[src/sv/tcw_pkg.sv]
// Shared types and constants of the text console writer.
// Holds the function codes, the controller/datapath command and status structs
// and the fixed field widths. No dependencies.
package tcw_pkg;

  localparam int MAX_COLS_DEF  = 80;
  localparam int MAX_ROWS_DEF  = 25;
  localparam int TAB_WIDTH_DEF = 4;

  // Cursor is kept one bit wider than the port so that a tab run can step past it.
  localparam int CUR_W = 12;
  localparam int DIV_W = CUR_W;
  localparam int COL_W = 7;
  localparam int ROW_W = 5;

  localparam logic [COL_W-1:0] COLS_RESET = 7'd80;
  localparam logic [ROW_W-1:0] ROWS_RESET = 5'd25;

  localparam logic [2:0] FN_PUTC  = 3'd0;
  localparam logic [2:0] FN_BKSP  = 3'd1;
  localparam logic [2:0] FN_SEEK  = 3'd2;
  localparam logic [2:0] FN_SETXY = 3'd3;
  localparam logic [2:0] FN_COLOR = 3'd4;
  localparam logic [2:0] FN_CLS   = 3'd5;
  localparam logic [2:0] FN_READ  = 3'd6;

  localparam logic [7:0] CH_NL    = 8'h0a;
  localparam logic [7:0] CH_TAB   = 8'h09;
  localparam logic [7:0] CH_SPACE = 8'h20;
  localparam logic [7:0] CH_MARK  = 8'h5f;
  localparam logic [7:0] CH_NUL   = 8'h00;
  localparam logic [7:0] ATTR_PLAIN = 8'h07;

  localparam logic [0:0] CFG_COLS = 1'b0;
  localparam logic [0:0] CFG_ROWS = 1'b1;

  typedef enum logic [2:0] {
    WK_NONE, WK_CUR_BLANK, WK_CUR_CHAR, WK_CUR_MARK, WK_PTR_BLANK, WK_PTR_COPY
  } wk_e;

  typedef enum logic [2:0] {
    CUR_HOLD, CUR_INC, CUR_DEC, CUR_IDX, CUR_PROD, CUR_XY, CUR_MASK
  } cur_op_e;

  typedef enum logic [2:0] {
    PTR_HOLD, PTR_ZERO, PTR_COLS, PTR_LINE, PTR_INC
  } ptr_op_e;

  typedef struct packed {
    logic    latch;
    wk_e     wr_kind;
    logic    rd_ptr;
    cur_op_e cur_op;
    ptr_op_e ptr_op;
    logic    attr_load;
    logic    err_set;
    logic    cell_load;
    logic    nl_row_load;
    logic    div_start;
    logic    div_out;
    logic    out_load;
  } cmd_t;

  typedef struct packed {
    logic [2:0] func;
    logic       is_nl;
    logic       is_tab;
    logic       cur_zero;
    logic       idx_bad;
    logic       xy_bad;
    logic       pp_wrap;
    logic       scroll;
    logic       copy_empty;
    logic       ptr_last;
    logic       ptr_last_all;
    logic       div_done;
  } sts_t;

endpackage

[src/sv/tcw_ctrl.sv]
// Controller state machine of the text console writer.
// Sequences the datapath through cmd_t and reads sts_t. Uses tcw_pkg.
module tcw_ctrl import tcw_pkg::*; #(
  parameter int TabWidth = TAB_WIDTH_DEF
) (
  input  logic clk_i,
  input  logic rst_ni,
  input  logic in_valid_i,
  output logic in_ready_o,
  output logic out_valid_o,
  input  logic out_ready_i,
  input  sts_t sts_i,
  output cmd_t cmd_o
);

  localparam int TW = (TabWidth > 1) ? $clog2(TabWidth) : 1;

  localparam logic [4:0] S_CLR     = 5'd0;
  localparam logic [4:0] S_IDLE    = 5'd1;
  localparam logic [4:0] S_DISP    = 5'd2;
  localparam logic [4:0] S_RD      = 5'd3;
  localparam logic [4:0] S_XY      = 5'd4;
  localparam logic [4:0] S_FSCR    = 5'd5;
  localparam logic [4:0] S_PP_CHAR = 5'd6;
  localparam logic [4:0] S_PP_CHK  = 5'd7;
  localparam logic [4:0] S_PP_MARK = 5'd8;
  localparam logic [4:0] S_NL_DIV  = 5'd9;
  localparam logic [4:0] S_NL_WAIT = 5'd10;
  localparam logic [4:0] S_SCR_RD  = 5'd11;
  localparam logic [4:0] S_SCR_WR  = 5'd12;
  localparam logic [4:0] S_FLINE   = 5'd13;
  localparam logic [4:0] S_NL_MUL  = 5'd14;
  localparam logic [4:0] S_NL_SET  = 5'd15;
  localparam logic [4:0] S_BS_MARK = 5'd16;
  localparam logic [4:0] S_DIV     = 5'd17;
  localparam logic [4:0] S_DIV_W   = 5'd18;
  localparam logic [4:0] S_OUT     = 5'd19;

  logic [4:0]    state_q, state_d;
  logic [TW-1:0] tab_q, tab_d;
  logic          out_valid_q, out_valid_d;

  always_comb begin
    state_d = state_q;
    tab_d   = tab_q;
    cmd_o   = '0;
    unique case (state_q)
      S_CLR: begin
        cmd_o.wr_kind = WK_PTR_BLANK;
        if (sts_i.ptr_last_all) state_d = S_IDLE;
        else cmd_o.ptr_op = PTR_INC;
      end
      S_IDLE: begin
        if (in_valid_i) begin
          cmd_o.latch = 1'b1;
          state_d     = S_DISP;
        end
      end
      S_DISP: begin
        state_d = S_DIV;
        unique case (sts_i.func)
          FN_PUTC: begin
            if (sts_i.is_nl) begin
              cmd_o.wr_kind = WK_CUR_BLANK;
              state_d       = S_NL_DIV;
            end else begin
              if (sts_i.is_tab) cmd_o.wr_kind = WK_CUR_BLANK;
              tab_d   = '0;
              state_d = S_PP_CHAR;
            end
          end
          FN_BKSP: begin
            if (sts_i.cur_zero) cmd_o.err_set = 1'b1;
            else begin
              cmd_o.wr_kind = WK_CUR_BLANK;
              cmd_o.cur_op  = CUR_DEC;
              state_d       = S_BS_MARK;
            end
          end
          FN_SEEK: begin
            if (sts_i.idx_bad) cmd_o.err_set = 1'b1;
            else cmd_o.cur_op = CUR_IDX;
          end
          FN_SETXY: begin
            if (sts_i.xy_bad) cmd_o.err_set = 1'b1;
            else state_d = S_XY;
          end
          FN_COLOR: cmd_o.attr_load = 1'b1;
          FN_CLS: begin
            cmd_o.ptr_op = PTR_ZERO;
            state_d      = S_FSCR;
          end
          FN_READ: begin
            if (sts_i.idx_bad) cmd_o.err_set = 1'b1;
            else state_d = S_RD;
          end
          default: state_d = S_DIV;
        endcase
      end
      S_RD: begin
        cmd_o.cell_load = 1'b1;
        state_d         = S_DIV;
      end
      S_XY: begin
        cmd_o.cur_op = CUR_XY;
        state_d      = S_DIV;
      end
      S_FSCR: begin
        cmd_o.wr_kind = WK_PTR_BLANK;
        if (sts_i.ptr_last) state_d = S_DIV;
        else cmd_o.ptr_op = PTR_INC;
      end
      S_PP_CHAR: begin
        cmd_o.wr_kind = WK_CUR_CHAR;
        cmd_o.cur_op  = CUR_INC;
        state_d       = S_PP_CHK;
      end
      S_PP_CHK: state_d = sts_i.pp_wrap ? S_NL_DIV : S_PP_MARK;
      S_PP_MARK: begin
        cmd_o.wr_kind = WK_CUR_MARK;
        if (sts_i.is_tab && (32'(tab_q) < TabWidth - 1)) begin
          tab_d   = tab_q + TW'(1);
          state_d = S_PP_CHAR;
        end else begin
          state_d = S_DIV;
        end
      end
      S_NL_DIV: begin
        cmd_o.div_start = 1'b1;
        state_d         = S_NL_WAIT;
      end
      S_NL_WAIT: begin
        if (sts_i.div_done) begin
          cmd_o.nl_row_load = 1'b1;
          if (!sts_i.scroll) state_d = S_NL_MUL;
          else if (sts_i.copy_empty) begin
            cmd_o.ptr_op = PTR_LINE;
            state_d      = S_FLINE;
          end else begin
            cmd_o.ptr_op = PTR_COLS;
            state_d      = S_SCR_RD;
          end
        end
      end
      S_SCR_RD: begin
        cmd_o.rd_ptr = 1'b1;
        state_d      = S_SCR_WR;
      end
      S_SCR_WR: begin
        cmd_o.wr_kind = WK_PTR_COPY;
        if (sts_i.ptr_last) begin
          cmd_o.ptr_op = PTR_LINE;
          state_d      = S_FLINE;
        end else begin
          cmd_o.ptr_op = PTR_INC;
          state_d      = S_SCR_RD;
        end
      end
      S_FLINE: begin
        cmd_o.wr_kind = WK_PTR_BLANK;
        if (sts_i.ptr_last) state_d = S_NL_MUL;
        else cmd_o.ptr_op = PTR_INC;
      end
      S_NL_MUL: state_d = S_NL_SET;
      S_NL_SET: begin
        cmd_o.cur_op = CUR_PROD;
        state_d      = sts_i.is_nl ? S_DIV : S_PP_MARK;
      end
      S_BS_MARK: begin
        cmd_o.wr_kind = WK_CUR_MARK;
        state_d       = S_DIV;
      end
      S_DIV: begin
        cmd_o.cur_op    = CUR_MASK;
        cmd_o.div_start = 1'b1;
        cmd_o.div_out   = 1'b1;
        state_d         = S_DIV_W;
      end
      S_DIV_W: if (sts_i.div_done) state_d = S_OUT;
      S_OUT: begin
        if (!out_valid_q || out_ready_i) begin
          cmd_o.out_load = 1'b1;
          state_d        = S_IDLE;
        end
      end
      default: state_d = S_IDLE;
    endcase
  end

  always_comb begin
    out_valid_d = out_valid_q;
    if (cmd_o.out_load) out_valid_d = 1'b1;
    else if (out_ready_i) out_valid_d = 1'b0;
  end

  always_ff @(posedge clk_i or negedge rst_ni) begin
    if (!rst_ni) begin
      state_q     <= S_CLR;
      tab_q       <= '0;
      out_valid_q <= 1'b0;
    end else begin
      state_q     <= state_d;
      tab_q       <= tab_d;
      out_valid_q <= out_valid_d;
    end
  end

  assign in_ready_o  = state_q == S_IDLE;
  assign out_valid_o = out_valid_q;

  a_accept_dispatch: assert property (@(posedge clk_i) disable iff (!rst_ni)
    in_valid_i && in_ready_o |=> state_q == S_DISP)
    else $error("accepted transaction not dispatched");
  a_idle_no_write: assert property (@(posedge clk_i) disable iff (!rst_ni)
    state_q == S_IDLE |-> cmd_o.wr_kind == WK_NONE)
    else $error("cell write while idle");
  a_out_after_div: assert property (@(posedge clk_i) disable iff (!rst_ni)
    cmd_o.out_load |-> $past(state_q == S_DIV_W) || $past(state_q == S_OUT))
    else $error("result loaded without a finished division");

endmodule
[config.mk]
export PLATFORM = sky130hd
export DESIGN_NAME = tcw_ctrl
export DESIGN_NICKNAME = d
export VERILOG_FILES = /design/src/sv/tcw_pkg.sv /design/src/sv/tcw_ctrl.sv
export SDC_FILE = /design/constraint.sdc
export NUM_CORES = 1
export LEC_CHECK = 0
export ABC_AREA = 1
export BUFFER_PORTS_ARGS = -buffer_cell sky130_fd_sc_hd__buf_2
export CORE_AREA = 2 2 65 67
export DETAILED_ROUTE_END_ITERATION = 16
export DIE_AREA = 0 0 67 69
export PLACE_DENSITY = 0.53
export SKIP_CTS_REPAIR_TIMING = 1
export SLEW_MARGIN = 20
export SYNTH_ARGS = -nofsm -noshare
export SYNTH_HDL_FRONTEND = slang
export SYNTH_SLANG_ARGS = --single-unit
[constraint.sdc]
create_clock -name clk_i -period 2.18 [get_ports clk_i]
set_clock_uncertainty 0.2 [all_clocks]
set_input_delay 0.436 -clock clk_i [delete_from_list [all_inputs] [get_ports clk_i]]
set_output_delay 0.436 -clock clk_i [all_outputs]
set_load 0.01 [all_outputs]
# After elaboration in Yosys (flattened, before gate mapping)
# Index checks and enable logic that the tools add are counted.
# totals
regBits,8
latch_bits,0
ram_bits,0
romBits,0
elab_cells,113
mem_count,0
# op_classes
addsub,1
mul,0
n_div,0
order_cmp,1
n_eq_ne,35
n_shift,0
muxes,58
bitwise,0
reduce_logical,15
# ops
operator,n
5-bit case mux with 18 select lines,1
5-bit two-way mux,11
3-bit case mux with 5 select lines,3
5-bit by 4-bit equality test with 1-bit output (second input constant),8
5-bit case mux with 5 select lines,1
1-bit two-way mux,23
5-bit by 3-bit equality test with 1-bit output (second input constant),4
5-bit equality test (second input constant),4
3-bit two-way mux,6
2-bit inequality test (second input constant),9
2-bit two-way mux,8
5-bit by 2-bit equality test with 1-bit output (second input constant),2
3-bit equality test (second input constant),3
2-bit OR reduction,4
7-bit AND reduction,1
3-bit by 2-bit equality test with 1-bit output (second input constant),2
3-bit case mux with 2 select lines,1
3-bit OR reduction,2
5-bit by 1-bit equality test with 1-bit output (second input constant),1
5-bit zero test,1
4-bit two-way mux,1
2-bit case mux with 2 select lines,1
4-bit AND reduction,1
2-bit nonzero test,2
other kinds (10),10

# Depth between registers and ports, before layout
# logic_depth
ltp_word,5
depth_mapped,11
ltp_nobuf,11

# Worst setup path before layout
# OpenSTA, ideal clock, no wires.
# synth_timing
kind,register to output
start,register state_q[4]
end,output port cmd_o[7] in the netlist's numbering
arrival_ns,1.327
path_slack_ns,0.217
stages_incl_launch_ff,7
n_path_buf,1
cell_sequence,dfrtp_1 > clkbuf_8 > inv_4 > nand3_1 > nor3_1 > nand3_1 > o211ai_1
# synth_rtl
element,line,text
"start, declared",tcw_ctrl.sv:39,"logic [4:0] state_q, state_d;"
"start signal, assigned",tcw_ctrl.sv:202,state_q <= state_d;
"end, declared",tcw_ctrl.sv:13,output cmd_t cmd_o

==> metrics <==
Pwr Density=1080 nW/um2; Pins Over Slew Limit=0; Worst path max stage delay=0.45 ns; Mapped Cells=201; Max IR drop VDD=0.325 mV; CTS max path bufs=2; Synth cell types=30; GPL Wtd Cong=0.902; Fin Setup TNS=-0.123 ns; Comb power frac=74.2%; WP buf/inv=2; Synth area leader=dfrtp_1; global-route usage over all layers=16.7%; gr ovfl total=0; fill cell count=437; main area contributors after synthesis=dfrtp_1 (18%), nand2_1 (16%), nor2_1 (11%); Die H=69 um; Final Power=0.00183 W; Synth Warn #=0; status=finished, violations left; DP Cell Count=290; Routed Antenna Nets=0; Post-Layout Cell Count=315; Syn Nets=220; Die Area=4620 um2; Netlist Area Pre-Place=1140 um2; Initial Utilization=29.2%; CP Cell Sequence=inv_4 -> nor2_4 -> nand2_4 -> nor2_8 -> nand4_1 -> o21ai_1 -> buf_2; crit path capture type=output port; Hold Fails Final Rpt=0; WP data arrival=1.60 ns; Worst Tran Pin Value=0.265 ns; Setup CP Type=flop to output port; Tcrit/Tclk final=103%; achievable clock frequency=0.446 GHz; CTS buffer count=3; Post-synth ARST share=100%; Reg clk slew, reported paths=0.04 ns; I/O Buffers=37; Root Buffer=clkbuf_8; layout cell share with drive strength beyond 1=40.8%; register area share after synthesis=17.5%; CP required=1.54 ns; CP startpoint kind=flop; synth-to-layout area growth=48.7%; failing checks=negative setup slack; Yosys reg bits=8; Avg Cell Area, Syn=5.68 um2; Flop pwr share=15.8%; number of antenna violations at the first check in global routing=0; Layout Nets=286; Pint=0.000882 W; most frequent cell after synthesis=nand2_1; hpwl dp=3.08 mm; # setup viols final=6; first-pass GRT wire length=5.86 mm; CTS tree=yes; top cell type's share of synthesized area=17.5%; 1st-pass router iterations=5; largest fanout on the critical path=7; CTS Sinks=8; Hold/Removal Path Class=input pin to flop; Hold Slack=0.282 ns; synth cell count leaders=nand2_1 (50), nor2_1 (33), inv_1 (27), nand3_1 (19), o21ai_0 (13); DIE WIDTH=67 um; worst setup margin=-0.0601 ns; First DRT Iteration DRCs=50; ant diodes=0; max_cap viols=0; largest net degree at the start of global routing=10; routed vias/inst=4.82; crit path max-delay cell type=dfrtp_2; H-tree Lvls=1; Switching Power=0.000952 W; routed length per instance=12.5 um; Slew Limit Headroom=82.3%; detailed-route wire length=3.93 mm; unrepaired setup endpoints after global routing=true; Core Rows=23; leakage=0.974 nW; number of flops mapped to enable cells by yosys=0; switching portion of total power=51.9%; later-pin clock latency in the skew report=0.24 ns; CP top delay family=simple AND/OR/NAND/NOR gates; number of global-route vias before repair=1260; core area=3910 um2; Synth Flop Type=dfrtp_1; DR vias=1519; # IOs=38; Residual DRC=0; Final min period=2.24 ns; clock power share=10.1%
[cells in the final DEF, fill, tap and decap left out, drive strengths merged]
| master | netlist | routed |
|---|---|---|
| a21o | 1 | 1 |
| a21oi | 3 | 3 |
| a31oi | 1 | 1 |
| buf | 1 | 62 |
| clkbuf | 1 | 3 |
| clkinv | 1 | 1 |
| dfrtp | 8 | 8 |
| dlygate4sd3 | 0 | 1 |
| ha | 1 | 1 |
| inv | 32 | 32 |
| nand2 | 54 | 54 |
| nand3 | 20 | 20 |
| nand3b | 1 | 1 |
| nand4 | 5 | 5 |
| nor2 | 44 | 44 |
| nor3 | 5 | 5 |
| nor4 | 1 | 1 |
| o2111ai | 2 | 2 |
| o211ai | 4 | 4 |
| o21ai | 14 | 14 |
| or2 | 2 | 2 |
[path summary, 6_finish.rpt]
| kind | from | end | slack (ns) | depth (start not counted) |
|---|---|---|---|---|
| worst max register to register | state_q[1]$_DFFE_PN0P_ | state_q[0]$_DFFE_PN0P_ | 0.26 | 11 |
| worst min-delay path | out_ready_i | out_valid_o$_DFFE_PN0P_ | 0.28 | 3 |
| max in group asynchronous | rst_ni | state_q[1]$_DFFE_PN0P_ | 1.22 | 2 |
| worst max-delay path | state_q[1]$_DFFE_PN0P_ | cmd_o[10] | -0.06 | 7 |
| min in group asynchronous | rst_ni | out_valid_o$_DFFE_PN0P_ | 0.37 | 2 |
| worst min register to register | tab_q[1]$_DFFE_PN0P_ | tab_q[1]$_DFFE_PN0P_ | 0.29 | 2 |
[worst min-delay path, delay by kind of cell]
kind / cells / cell delay, ns
AND/OR/NAND/NOR: 2 / 0.17
buffers and inverters: 1 / 0.07
[final cells by class]
class	instances	area (um2)	share of cell area, %
clock buffer	3	41.3	2.43
inverter	33	131	7.73
multi-input combinational	158	868	51.1
sequential	8	205	12.1
tap	50	62.6	3.68
timing repair buffer	63	390	23.0
[cell families after synthesis]
| group | count (synthesis) | share of synthesized area [%] |
|---|---|---|
| adders and majority gates | 1 | 1.10 |
| AOI/OAI and AO/OA | 25 | 13.1 |
| buffers and inverters | 35 | 12.9 |
| and+or+nand+nor | 132 | 55.3 |
| DFF | 8 | 17.5 |
[state kept, by name, indices dropped and copies added (netlist names)]
signal       count
state_q          5
tab_q            2
out_valid_o      1
[power groups by stage]
| stage | combinational (W) | sequential, W | clock [W] |
|---|---|---|---|
| after global routing | 0.00148 | 0.000294 | 0.000196 |
| after global placement | 0.00108 | 0.000277 | 0 |
| final | 0.00136 | 0.000290 | 0.000184 |
| after detailed placement | 0.00106 | 0.000282 | 0 |
| after floorplan | 0.000753 | 0.000266 | 0 |
| after CTS | 0.00106 | 0.000280 | 0.000184 |
[layer usage]
layer | up-vias | track usage (%) | share of wire, %
met5 | - | 0 | 0
met4 | 0 | 8.84 | 3.5
met3 | 9 | 2.45 | 5.1
met2 | 51 | 24.5 | 46
met1 | 681 | 23.1 | 45
li1 | 778 | - | -
[through the flow]
| step | instance area, um2 | setup slack [ns] | util (%) |
|---|---|---|---|
| floorplan | 1140 | 0.217 | - |
| global placement | 1400 | 0.0945 | 35.7 |
| detailed placement | 1400 | 0.0992 | 35.7 |
| CTS | 1440 | -0.152 | 36.8 |
| global route | 1700 | -0.117 | 43.4 |
| finish | 1700 | -0.0601 | 43.4 |
(Power assumes the default switching activity.)
